File: config.mk
export PLATFORM = sky130hd
export DESIGN_NAME = color_bar_sweep_pattern_generator
export DESIGN_NICKNAME = d
export VERILOG_FILES = /design/src/hdl/cbsg_pkg.sv /design/src/hdl/cbsg_front.sv /design/src/hdl/cbsg_fifo.sv /design/src/hdl/cbsg_back.sv /design/src/hdl/color_bar_sweep_pattern_generator.sv
export SDC_FILE = /design/constraint.sdc
export NUM_CORES = 1
export LEC_CHECK = 0
export BUFFER_PORTS_ARGS = -buffer_cell sky130_fd_sc_hd__buf_2
export CAP_MARGIN = 20
export CORE_MARGIN = 2
export CORE_UTILIZATION = 30
export DETAILED_ROUTE_END_ITERATION = 10
export PLACE_DENSITY = 0.56
export SYNTH_ARGS = -nofsm -noshare
export SYNTH_HDL_FRONTEND = slang
export SYNTH_SLANG_ARGS = --single-unit
export TNS_END_PERCENT = 100
File: constraint.sdc
create_clock -name clk -period 11.4 [get_ports clk]
set_input_delay 2.28 -clock clk [delete_from_list [all_inputs] [get_ports clk]]
set_output_delay 2.28 -clock clk [all_outputs]
set_load 0.01 [all_outputs]
File: src/hdl/cbsg_pkg.sv
// ----------------------------------------------------------------------------
// cbsg_pkg: shared types and constants for the color bar sweep generator
// Word formats, geometry bundle, back-end states and the bar palette.
// ----------------------------------------------------------------------------
package cbsg_pkg;

  localparam int MaxWidth  = 4096;
  localparam int MaxHeight = 4096;
  localparam int ColW      = 12;                 // column / row counters
  localparam int DimW      = 13;                 // frame_width / frame_height
  localparam int IdxW      = 32;                 // frame_index
  localparam int ProdW     = IdxW + 3;           // frame_index * 6
  localparam int ProdCntW  = $clog2(ProdW);
  localparam int BarW      = DimW - 3;           // width / 8
  localparam int SweepW    = 7;                  // width / 40, at most 102
  localparam int CfgIdxW   = 1;
  localparam int FifoDepth = 2;
  localparam int FifoPtrW  = $clog2(FifoDepth);
  localparam int FifoCntW  = $clog2(FifoDepth + 1);

  // register indexes on the configuration port
  localparam logic [CfgIdxW-1:0] RegWidth  = 1'b0;
  localparam logic [CfgIdxW-1:0] RegHeight = 1'b1;

  localparam logic [DimW-1:0] WidthReset  = DimW'(640);
  localparam logic [DimW-1:0] HeightReset = DimW'(480);

  typedef struct packed {
    logic            frame_start;
    logic [IdxW-1:0] frame_index;
  } item_t;

  typedef struct packed {
    logic [7:0]      blue;
    logic [7:0]      green;
    logic [7:0]      red;
    logic [ColW-1:0] column;
    logic            line_end;
    logic            frame_end;
  } pixel_t;

  // classified word handed from front to back
  typedef struct packed {
    logic             start;
    logic [ProdW-1:0] product;
  } job_t;

  // effective frame geometry
  typedef struct packed {
    logic [DimW-1:0]   width;
    logic [DimW-1:0]   height;
    logic [BarW-1:0]   bar_w;
    logic [SweepW-1:0] sweep_w;
  } geom_t;

  typedef enum logic [1:0] {
    BK_RUN,
    BK_MOD,
    BK_FIRST
  } back_state_t;

  // {blue, green, red} per bar: grey, yellow, cyan, green, magenta, red, blue, black
  function automatic logic [23:0] bar_color(input logic [2:0] bar);
    logic [23:0] c;
    unique case (bar)
      3'd0:    c = {8'd192, 8'd192, 8'd192};
      3'd1:    c = {8'd0,   8'd192, 8'd192};
      3'd2:    c = {8'd192, 8'd192, 8'd0  };
      3'd3:    c = {8'd0,   8'd192, 8'd0  };
      3'd4:    c = {8'd192, 8'd0,   8'd192};
      3'd5:    c = {8'd0,   8'd0,   8'd192};
      3'd6:    c = {8'd192, 8'd0,   8'd0  };
      default: c = {8'd0,   8'd0,   8'd0  };
    endcase
    return c;
  endfunction

endpackage

File: src/hdl/cbsg_front.sv
// ----------------------------------------------------------------------------
// cbsg_front: input stage
// Registers the incoming word, forms frame_index * 6 and tags frame starts.
// ----------------------------------------------------------------------------
module cbsg_front import cbsg_pkg::*; (
  input  logic  clk,
  input  logic  rst,
  input  logic  item_valid,
  output logic  item_ready,
  input  item_t item,
  output logic  job_valid,
  input  logic  job_ready,
  output job_t  job
);

  logic             full;
  job_t             hold;
  logic [ProdW-1:0] idx_ext;

  assign idx_ext    = ProdW'(item.frame_index);
  assign item_ready = !full || job_ready;
  assign job_valid  = full;
  assign job        = hold;

  always_ff @(posedge clk) begin
    if (rst) begin
      full <= 1'b0;
    end else if (item_ready) begin
      full <= item_valid;
    end
  end

  // x*6 = x*4 + x*2
  always_ff @(posedge clk) begin
    if (item_valid && item_ready) begin
      hold.start   <= item.frame_start;
      hold.product <= (idx_ext << 2) + (idx_ext << 1);
    end
  end

endmodule

File: src/hdl/cbsg_fifo.sv
// ----------------------------------------------------------------------------
// cbsg_fifo: short job queue
// Decouples the front stage from the pixel back end.
// ----------------------------------------------------------------------------
module cbsg_fifo import cbsg_pkg::*; (
  input  logic clk,
  input  logic rst,
  input  logic push_valid,
  output logic push_ready,
  input  job_t push_data,
  output logic pop_valid,
  input  logic pop_ready,
  output job_t pop_data
);

  job_t                mem [FifoDepth];
  logic [FifoPtrW-1:0] wr_ptr;
  logic [FifoPtrW-1:0] rd_ptr;
  logic [FifoCntW-1:0] count;
  logic                push;
  logic                pop;

  assign push_ready = count != FifoCntW'(FifoDepth);
  assign pop_valid  = count != '0;
  assign pop_data   = mem[rd_ptr];
  assign push       = push_valid && push_ready;
  assign pop        = pop_valid && pop_ready;

  always_ff @(posedge clk) begin
    if (push) begin
      mem[wr_ptr] <= push_data;
    end
  end

  always_ff @(posedge clk) begin
    if (rst) begin
      wr_ptr <= '0;
      rd_ptr <= '0;
      count  <= '0;
    end else begin
      if (push) wr_ptr <= wr_ptr + 1'b1;
      if (pop)  rd_ptr <= rd_ptr + 1'b1;
      if (push && !pop) begin
        count <= count + 1'b1;
      end else if (pop && !push) begin
        count <= count - 1'b1;
      end
    end
  end

endmodule

File: src/hdl/cbsg_back.sv
// ----------------------------------------------------------------------------
// cbsg_back: pixel engine
// Raster counters, bit-serial sweep position remainder, output register.
// ----------------------------------------------------------------------------
module cbsg_back import cbsg_pkg::*; (
  input  logic   clk,
  input  logic   rst,
  input  geom_t  geom,
  input  logic   job_valid,
  output logic   job_ready,
  input  job_t   job,
  output logic   pixel_valid,
  input  logic   pixel_ready,
  output pixel_t pixel
);

  back_state_t         state;
  back_state_t         state_next;
  logic [ProdCntW-1:0] bit_cnt;
  logic [ProdW-1:0]    prod_sh;
  logic [ColW-1:0]     rem;
  logic [ColW-1:0]     column_count;
  logic [ColW-1:0]     row_count;
  logic [2:0]          bar_number;
  logic [ColW-1:0]     column_in_bar;
  logic [ColW-1:0]     sweep_left;
  logic                out_full;
  pixel_t              out_word;

  logic                slot_free;
  logic                emit;
  logic                mod_load;
  logic                mod_step;
  logic                mod_last;
  logic [DimW-1:0]     trial;
  logic [ColW-1:0]     rem_next;
  logic                white;
  logic                lend;
  logic                fend;
  logic [DimW-1:0]     sweep_end;
  logic [ColW-1:0]     cib_inc;
  logic [23:0]         color;

  assign slot_free = !out_full || pixel_ready;
  assign mod_last  = bit_cnt == '0;

  // restoring remainder step: one product bit per cycle
  assign trial    = {1'b0, rem} << 1 | DimW'(prod_sh[ProdW-1]);
  assign rem_next = (trial >= geom.width) ? ColW'(trial - geom.width) : ColW'(trial);

  always_comb begin
    state_next = state;
    unique case (state)
      BK_RUN: begin
        if (job_valid && job.start) state_next = BK_MOD;
      end
      BK_MOD: begin
        if (mod_last) state_next = BK_FIRST;
      end
      BK_FIRST: begin
        if (slot_free) state_next = BK_RUN;
      end
      default: state_next = BK_RUN;
    endcase
  end

  always_comb begin
    emit     = 1'b0;
    mod_load = 1'b0;
    mod_step = 1'b0;
    unique case (state)
      BK_RUN: begin
        mod_load = job_valid && job.start;
        emit     = job_valid && !job.start && slot_free;
      end
      BK_MOD:   mod_step = 1'b1;
      BK_FIRST: emit = slot_free;
      default: ;
    endcase
  end

  assign job_ready = emit;

  // current pixel
  assign sweep_end = DimW'(sweep_left) + DimW'(geom.sweep_w);
  assign white     = (column_count >= sweep_left) && (DimW'(column_count) < sweep_end);
  assign lend      = DimW'(column_count) >= geom.width - 1'b1;
  assign fend      = lend && (DimW'(row_count) >= geom.height - 1'b1);
  assign color     = bar_color(bar_number);
  assign cib_inc   = column_in_bar + 1'b1;

  always_ff @(posedge clk) begin
    if (rst) begin
      state <= BK_RUN;
    end else begin
      state <= state_next;
    end
  end

  always_ff @(posedge clk) begin
    if (mod_load) begin
      bit_cnt <= ProdCntW'(ProdW - 1);
      prod_sh <= job.product;
      rem     <= '0;
    end else if (mod_step) begin
      bit_cnt <= bit_cnt - 1'b1;
      prod_sh <= prod_sh << 1;
      rem     <= rem_next;
    end
  end

  always_ff @(posedge clk) begin
    if (rst) begin
      column_count  <= '0;
      row_count     <= '0;
      bar_number    <= '0;
      column_in_bar <= '0;
      sweep_left    <= '0;
    end else if (mod_step && mod_last) begin
      column_count  <= '0;
      row_count     <= '0;
      bar_number    <= '0;
      column_in_bar <= '0;
      sweep_left    <= rem_next;
    end else if (emit) begin
      if (lend) begin
        column_count  <= '0;
        bar_number    <= '0;
        column_in_bar <= '0;
        row_count     <= fend ? '0 : row_count + 1'b1;
      end else begin
        column_count <= column_count + 1'b1;
        if (cib_inc >= ColW'(geom.bar_w)) begin
          column_in_bar <= '0;
          if (bar_number != 3'd7) bar_number <= bar_number + 1'b1;
        end else begin
          column_in_bar <= cib_inc;
        end
      end
    end
  end

  // output register
  always_ff @(posedge clk) begin
    if (rst) begin
      out_full <= 1'b0;
    end else if (slot_free) begin
      out_full <= emit;
    end
  end

  always_ff @(posedge clk) begin
    if (emit) begin
      out_word.blue      <= white ? 8'hFF : color[23:16];
      out_word.green     <= white ? 8'hFF : color[15:8];
      out_word.red       <= white ? 8'hFF : color[7:0];
      out_word.column    <= column_count;
      out_word.line_end  <= lend;
      out_word.frame_end <= fend;
    end
  end

  assign pixel_valid = out_full;
  assign pixel       = out_word;

endmodule

File: src/hdl/color_bar_sweep_pattern_generator.sv
// ----------------------------------------------------------------------------
// color_bar_sweep_pattern_generator: eight color bars with a white sweep bar
// One pixel word out for each input word, in raster order.
// ----------------------------------------------------------------------------
// Path: input register in the front stage, job queue, then the pixel output register.
// Throughput: 1 word per cycle while pixel_ready is high; a frame_start word holds
//   the back end while the bit-serial remainder (frame_index*6) mod width runs
//   over all 35 product bits, one bit a cycle.
// Reset (rst, synchronous): width 640, height 480, counters and sweep at 0,
//   queue and output register empty.
module color_bar_sweep_pattern_generator import cbsg_pkg::*; (
  input  logic               clk,
  input  logic               rst,
  input  logic               item_valid,
  output logic               item_ready,
  input  item_t              item,
  output logic               pixel_valid,
  input  logic               pixel_ready,
  output pixel_t             pixel,
  input  logic               cfg_valid,
  output logic               cfg_ready,
  input  logic [CfgIdxW-1:0] cfg_index,
  input  logic [DimW-1:0]    cfg_data
);

  logic [DimW-1:0]       frame_width;
  logic [DimW-1:0]       frame_height;
  geom_t                 geom;
  logic [BarW-1:0]       eighth;
  logic [BarW+8-1:0]     fifth_prod;
  logic [SweepW-1:0]     fortieth;

  logic                  fj_valid;
  logic                  fj_ready;
  job_t                  fj;
  logic                  bj_valid;
  logic                  bj_ready;
  job_t                  bj;

  // Config writes always land; the user must write them only while the block is idle, which the block does not enforce.
  assign cfg_ready = 1'b1;

  always_ff @(posedge clk) begin
    if (rst) begin
      frame_width  <= WidthReset;
      frame_height <= HeightReset;
    end else if (cfg_valid) begin
      unique case (cfg_index)
        RegWidth:  frame_width  <= cfg_data;
        RegHeight: frame_height <= cfg_data;
        default: ;
      endcase
    end
  end

  // Effective geometry: zero reads as 1, oversize clamps to the maximum.
  always_comb begin
    if (frame_width == '0) begin
      geom.width = DimW'(1);
    end else if (frame_width > DimW'(MaxWidth)) begin
      geom.width = DimW'(MaxWidth);
    end else begin
      geom.width = frame_width;
    end
    if (frame_height == '0) begin
      geom.height = DimW'(1);
    end else if (frame_height > DimW'(MaxHeight)) begin
      geom.height = DimW'(MaxHeight);
    end else begin
      geom.height = frame_height;
    end

    // Bar width = w/8 (min 1). Sweep width = (w/8)/5 via *205>>10, exact for
    // w/8 below 1024; 2 columns when that comes out zero.
    eighth       = BarW'(geom.width >> 3);
    fifth_prod   = (BarW+8)'(eighth) * (BarW+8)'(205);
    fortieth     = SweepW'(fifth_prod >> 10);
    geom.bar_w   = (eighth == '0) ? BarW'(1) : eighth;
    geom.sweep_w = (fortieth == '0) ? SweepW'(2) : fortieth;
  end

  // front: register word, form index*6, tag frame start
  cbsg_front u_front (
    .clk        (clk),
    .rst        (rst),
    .item_valid (item_valid),
    .item_ready (item_ready),
    .item       (item),
    .job_valid  (fj_valid),
    .job_ready  (fj_ready),
    .job        (fj)
  );

  // two-entry queue that lets the front take words while the back end divides, until it fills
  cbsg_fifo u_fifo (
    .clk        (clk),
    .rst        (rst),
    .push_valid (fj_valid),
    .push_ready (fj_ready),
    .push_data  (fj),
    .pop_valid  (bj_valid),
    .pop_ready  (bj_ready),
    .pop_data   (bj)
  );

  // back: sweep remainder, raster counters, pixel output register
  cbsg_back u_back (
    .clk         (clk),
    .rst         (rst),
    .geom        (geom),
    .job_valid   (bj_valid),
    .job_ready   (bj_ready),
    .job         (bj),
    .pixel_valid (pixel_valid),
    .pixel_ready (pixel_ready),
    .pixel       (pixel)
  );

endmodule

==> results.md <==
- share of async-settable or async-resettable flops after synthesis: 0%
- All-Layer GR Usage: 12.7%
- fin. max-slew vios: 0
- max frequency: 109 MHz
- simple logic cell fraction of the synthesized area: 14.1%
- 1st-pass router iterations: 5
- average wire per standard cell: 14.6 um
- critical-path maximum fanout: 13
- number of vias per cell: 4.77
- top library cells by usage in the layout, fill and taps aside: ha_1 (180), nand2_1 (176), edfxtp_1 (157), nor2_1 (113), a21oi_1 (104)
- Post-CTS Setup Inserts: 0
- leading cell type in the layout, fill and taps excluded: ha_1
- max-cap check violation count: 0
- tightest slew margin relative to the limit: 25.8%
- largest stage delay on the critical path: 0.86 ns
- synthesized instance count: 1555
- post-detailed-route count of antenna-violating nets: 0
- total count of hold-check failures in the final report: 0
- RSZ-0062 raised after global routing: no
- RePlAce Congestion: 0.886
- number of buffers on the longest clock path: 3
- TritonCTS clock tree: done
- Setup crit end kind: flop
- Worst Path Required: 11.83 ns
- CTS HTree Levels: 1
- main combinational cell family by area after synthesis: adder cells
- die area: 54000 um^2
- synth warn: 0
- worst hold slack: 0.440 ns
- Syn Nets: 1807
- outcome: finished, final reports clean
- startpoint class of the critical path: flop
- EDFF count, synth: 157
- number of input and output port buffers inserted: 91
- wire length of the first global-routing pass: 55700 um
- Die X-Extent: 232 um
- vias in the first global route: 11100
- shortest period the worst path allows: 9.16 ns
- Cell Pwr Density: 167 nW/um^2
- Antenna diodes: 0
- start-to-end type of the worst setup path: flop to flop
- net count of the finished layout: 1872
- layout cell share with drive strength beyond 1: 9.98%
- number of unique standard cell types used by synthesis: 71
- CTS buffer count: 29
- clock tree skew after final layout: 0.0247 ns
- class of the most critical hold timing path: flop to flop
- detailed-placement wirelength estimate: 26100 um
- flip-flop and latch count after synthesis: 261
- fraction of the mapped netlist area in compound gates: 13.3%
- Area growth, synth to finish: 13.1%
- post-synthesis mux area share: 2.62%
- most common flop cell mapped by yosys: edfxtp_1
- clock slew seen by the registers of the worst setup and hold paths: 0.07 ns
- parity-gate share of the synthesized area counting xor and xnor cells: 5.42%
- count of filler cells inserted in the layout: 5276
- maximum resistive drop on vdd: 0.111 mV
- static leakage power: 7.26 nW
- Gates resized, CTS repair: 0
- Data arrival, critical path: 9.60 ns
- final total negative setup slack: 0 ns
- Core Area: 51500 um^2
- remaining design rule violation count: 0
- share of the clock period used by the worst path after layout: 80.4%
- largest net degree at the start of global routing: 70
- cell with the largest stage delay on the worst path: a2111oi_0
- violation count after the first detailed-route iteration: 550
- transition time at the pin with the least slew margin: 1.10 ns
- Sink Count: 261
- final instance area: 17700 um^2
- Die Ht: 232 um
- Cell Count, Final, Fillers Out: 2323
- starting utilization of the core area: 30.4%
- CTS Hold Bufs: 0
- Area after DPL: 16700 um^2
- Cell Rows: 83
- number of antenna violations at the first check in global routing: 0
- overflow left after global routing: 0
- clock insertion delay at the later pin of the skew report: 0.58 ns
- Adder-Cell Fraction of Synth Area: 16.9%
- number of top-level pins: 93
- # setup viols final: 0
- sequential area share after synthesis: 43.4%
- vias after detailed routing: 11100
- root buffer selected by CTS: clkbuf_16
- wire length after detailed routing: 34000 um
- mean post-synth cell area: 10.1 um^2
- cell count after placement: 2268
- total standard cell area after synthesis: 15700 um^2
-- critical path: cells and delay by family, from the launching register on --
family                   cells  cell delay, ns
XOR/XNOR                     2            0.27
AND/OR/NAND/NOR              6            1.66
flip-flops                   1            0.60
buffers and inverters        3            0.54
AO/OA/AOI/OAI               14            3.36
adder cells (fa/ha/maj)      7            2.61
-- cells by family (layout without fill, tap and decap cells) --
family / count (synthesis) / in the layout
other cells: 2 / 2
mux: 41 / 41
xor+xnor: 97 / 97
compound gates: 331 / 331
simple gates: 470 / 470
buf+inv: 153 / 241
flops: 261 / 261
fa+ha+maj: 200 / 200
-- synth_stat cells, drive strengths merged, types with 20 or more instances --
master / count / area share (%)
o21ai: 91 / 2.9
ha: 180 / 14
nor2: 114 / 2.7
fa: 20 / 2.6
xor2: 43 / 2.4
inv: 85 / 2.0
xnor2: 54 / 3.0
buf: 26 / 1.2
or3: 21 / 0.87
clkbuf: 40 / 0.96
nor3: 28 / 1.0
mux2i: 41 / 2.6
nand2: 176 / 4.2
nand3: 24 / 0.77
dfxtp: 104 / 13
nand4: 23 / 0.92
edfxtp: 157 / 30
a21oi: 105 / 3.4
a21o: 33 / 1.6
-- path summary, 6_finish.rpt --
| kind | startpoint | endpoint | slack (ns) | depth (start not counted) |
|---|---|---|---|---|
| max | frame_width[12] | u_back.pixel[20] | 2.24 | 32 |
| min | u_front.job[29] | u_fifo.mem[0][29] | 0.44 | 0 |
| max reg2reg | frame_width[12] | u_back.pixel[20] | 2.24 | 32 |
| min reg2reg | u_front.job[29] | u_fifo.mem[0][29] | 0.44 | 0 |
-- layer usage --
layer	up-vias	global-route usage (%)	routed length (um)
met5	-	0	0
met4	0	3.62	782
met3	49	1.65	1220
met2	183	22.2	16200
met1	5154	16.2	15800
li1	5689	-	-
-- metrics by stage --
step,utilization [%],setup WS (ns),total power [mW]
2_1_floorplan,-,3.44,1.81
3_3_place_gp,32.4,2.67,2.00
3_5_place_dp,32.4,2.39,2.02
4_1_cts,34.3,2.34,3.00
5_1_grt,34.4,1.64,3.16
6_report,34.4,2.24,2.96
-- flip-flops by register name, summed over array words and instances, names as in the netlist, named ones only --
name and cells:
u_fifo.count 2, u_back.pixel_valid 1, u_back.column_count 12, u_back.state 2, u_fifo.mem 70, u_back.bar_number 3, u_front.job_valid 1, frame_height 13
u_back.rem 12, u_back.row_count 12, u_front.job 35, u_fifo.rd_ptr 1, u_back.prod_sh 34, u_back.sweep_left 12, u_back.column_in_bar 12, frame_width 13
u_back.bit_cnt 6, u_fifo.wr_ptr 1, u_back.pixel 18
-- where the power goes --
part           total [mW]  leakage (nW)  switching, mW  internal, mW
registers            1.21          2.31         0.0582          1.16
clock network       0.969         0.479          0.386         0.583
logic               0.781          4.47          0.474         0.307
-- layout make-up --
type                       count  area [um^2]  area share (%)
clock inverter                20          249            1.41
multi-input combinational   1141         8210            46.3
clock buffer                  34          744            4.20
inverter                      87          327            1.84
sequential                   261         6800            38.4
tap                          680          851            4.80
timing repair buffer         100          536            3.02
Power figures use the tool's default switching activity.
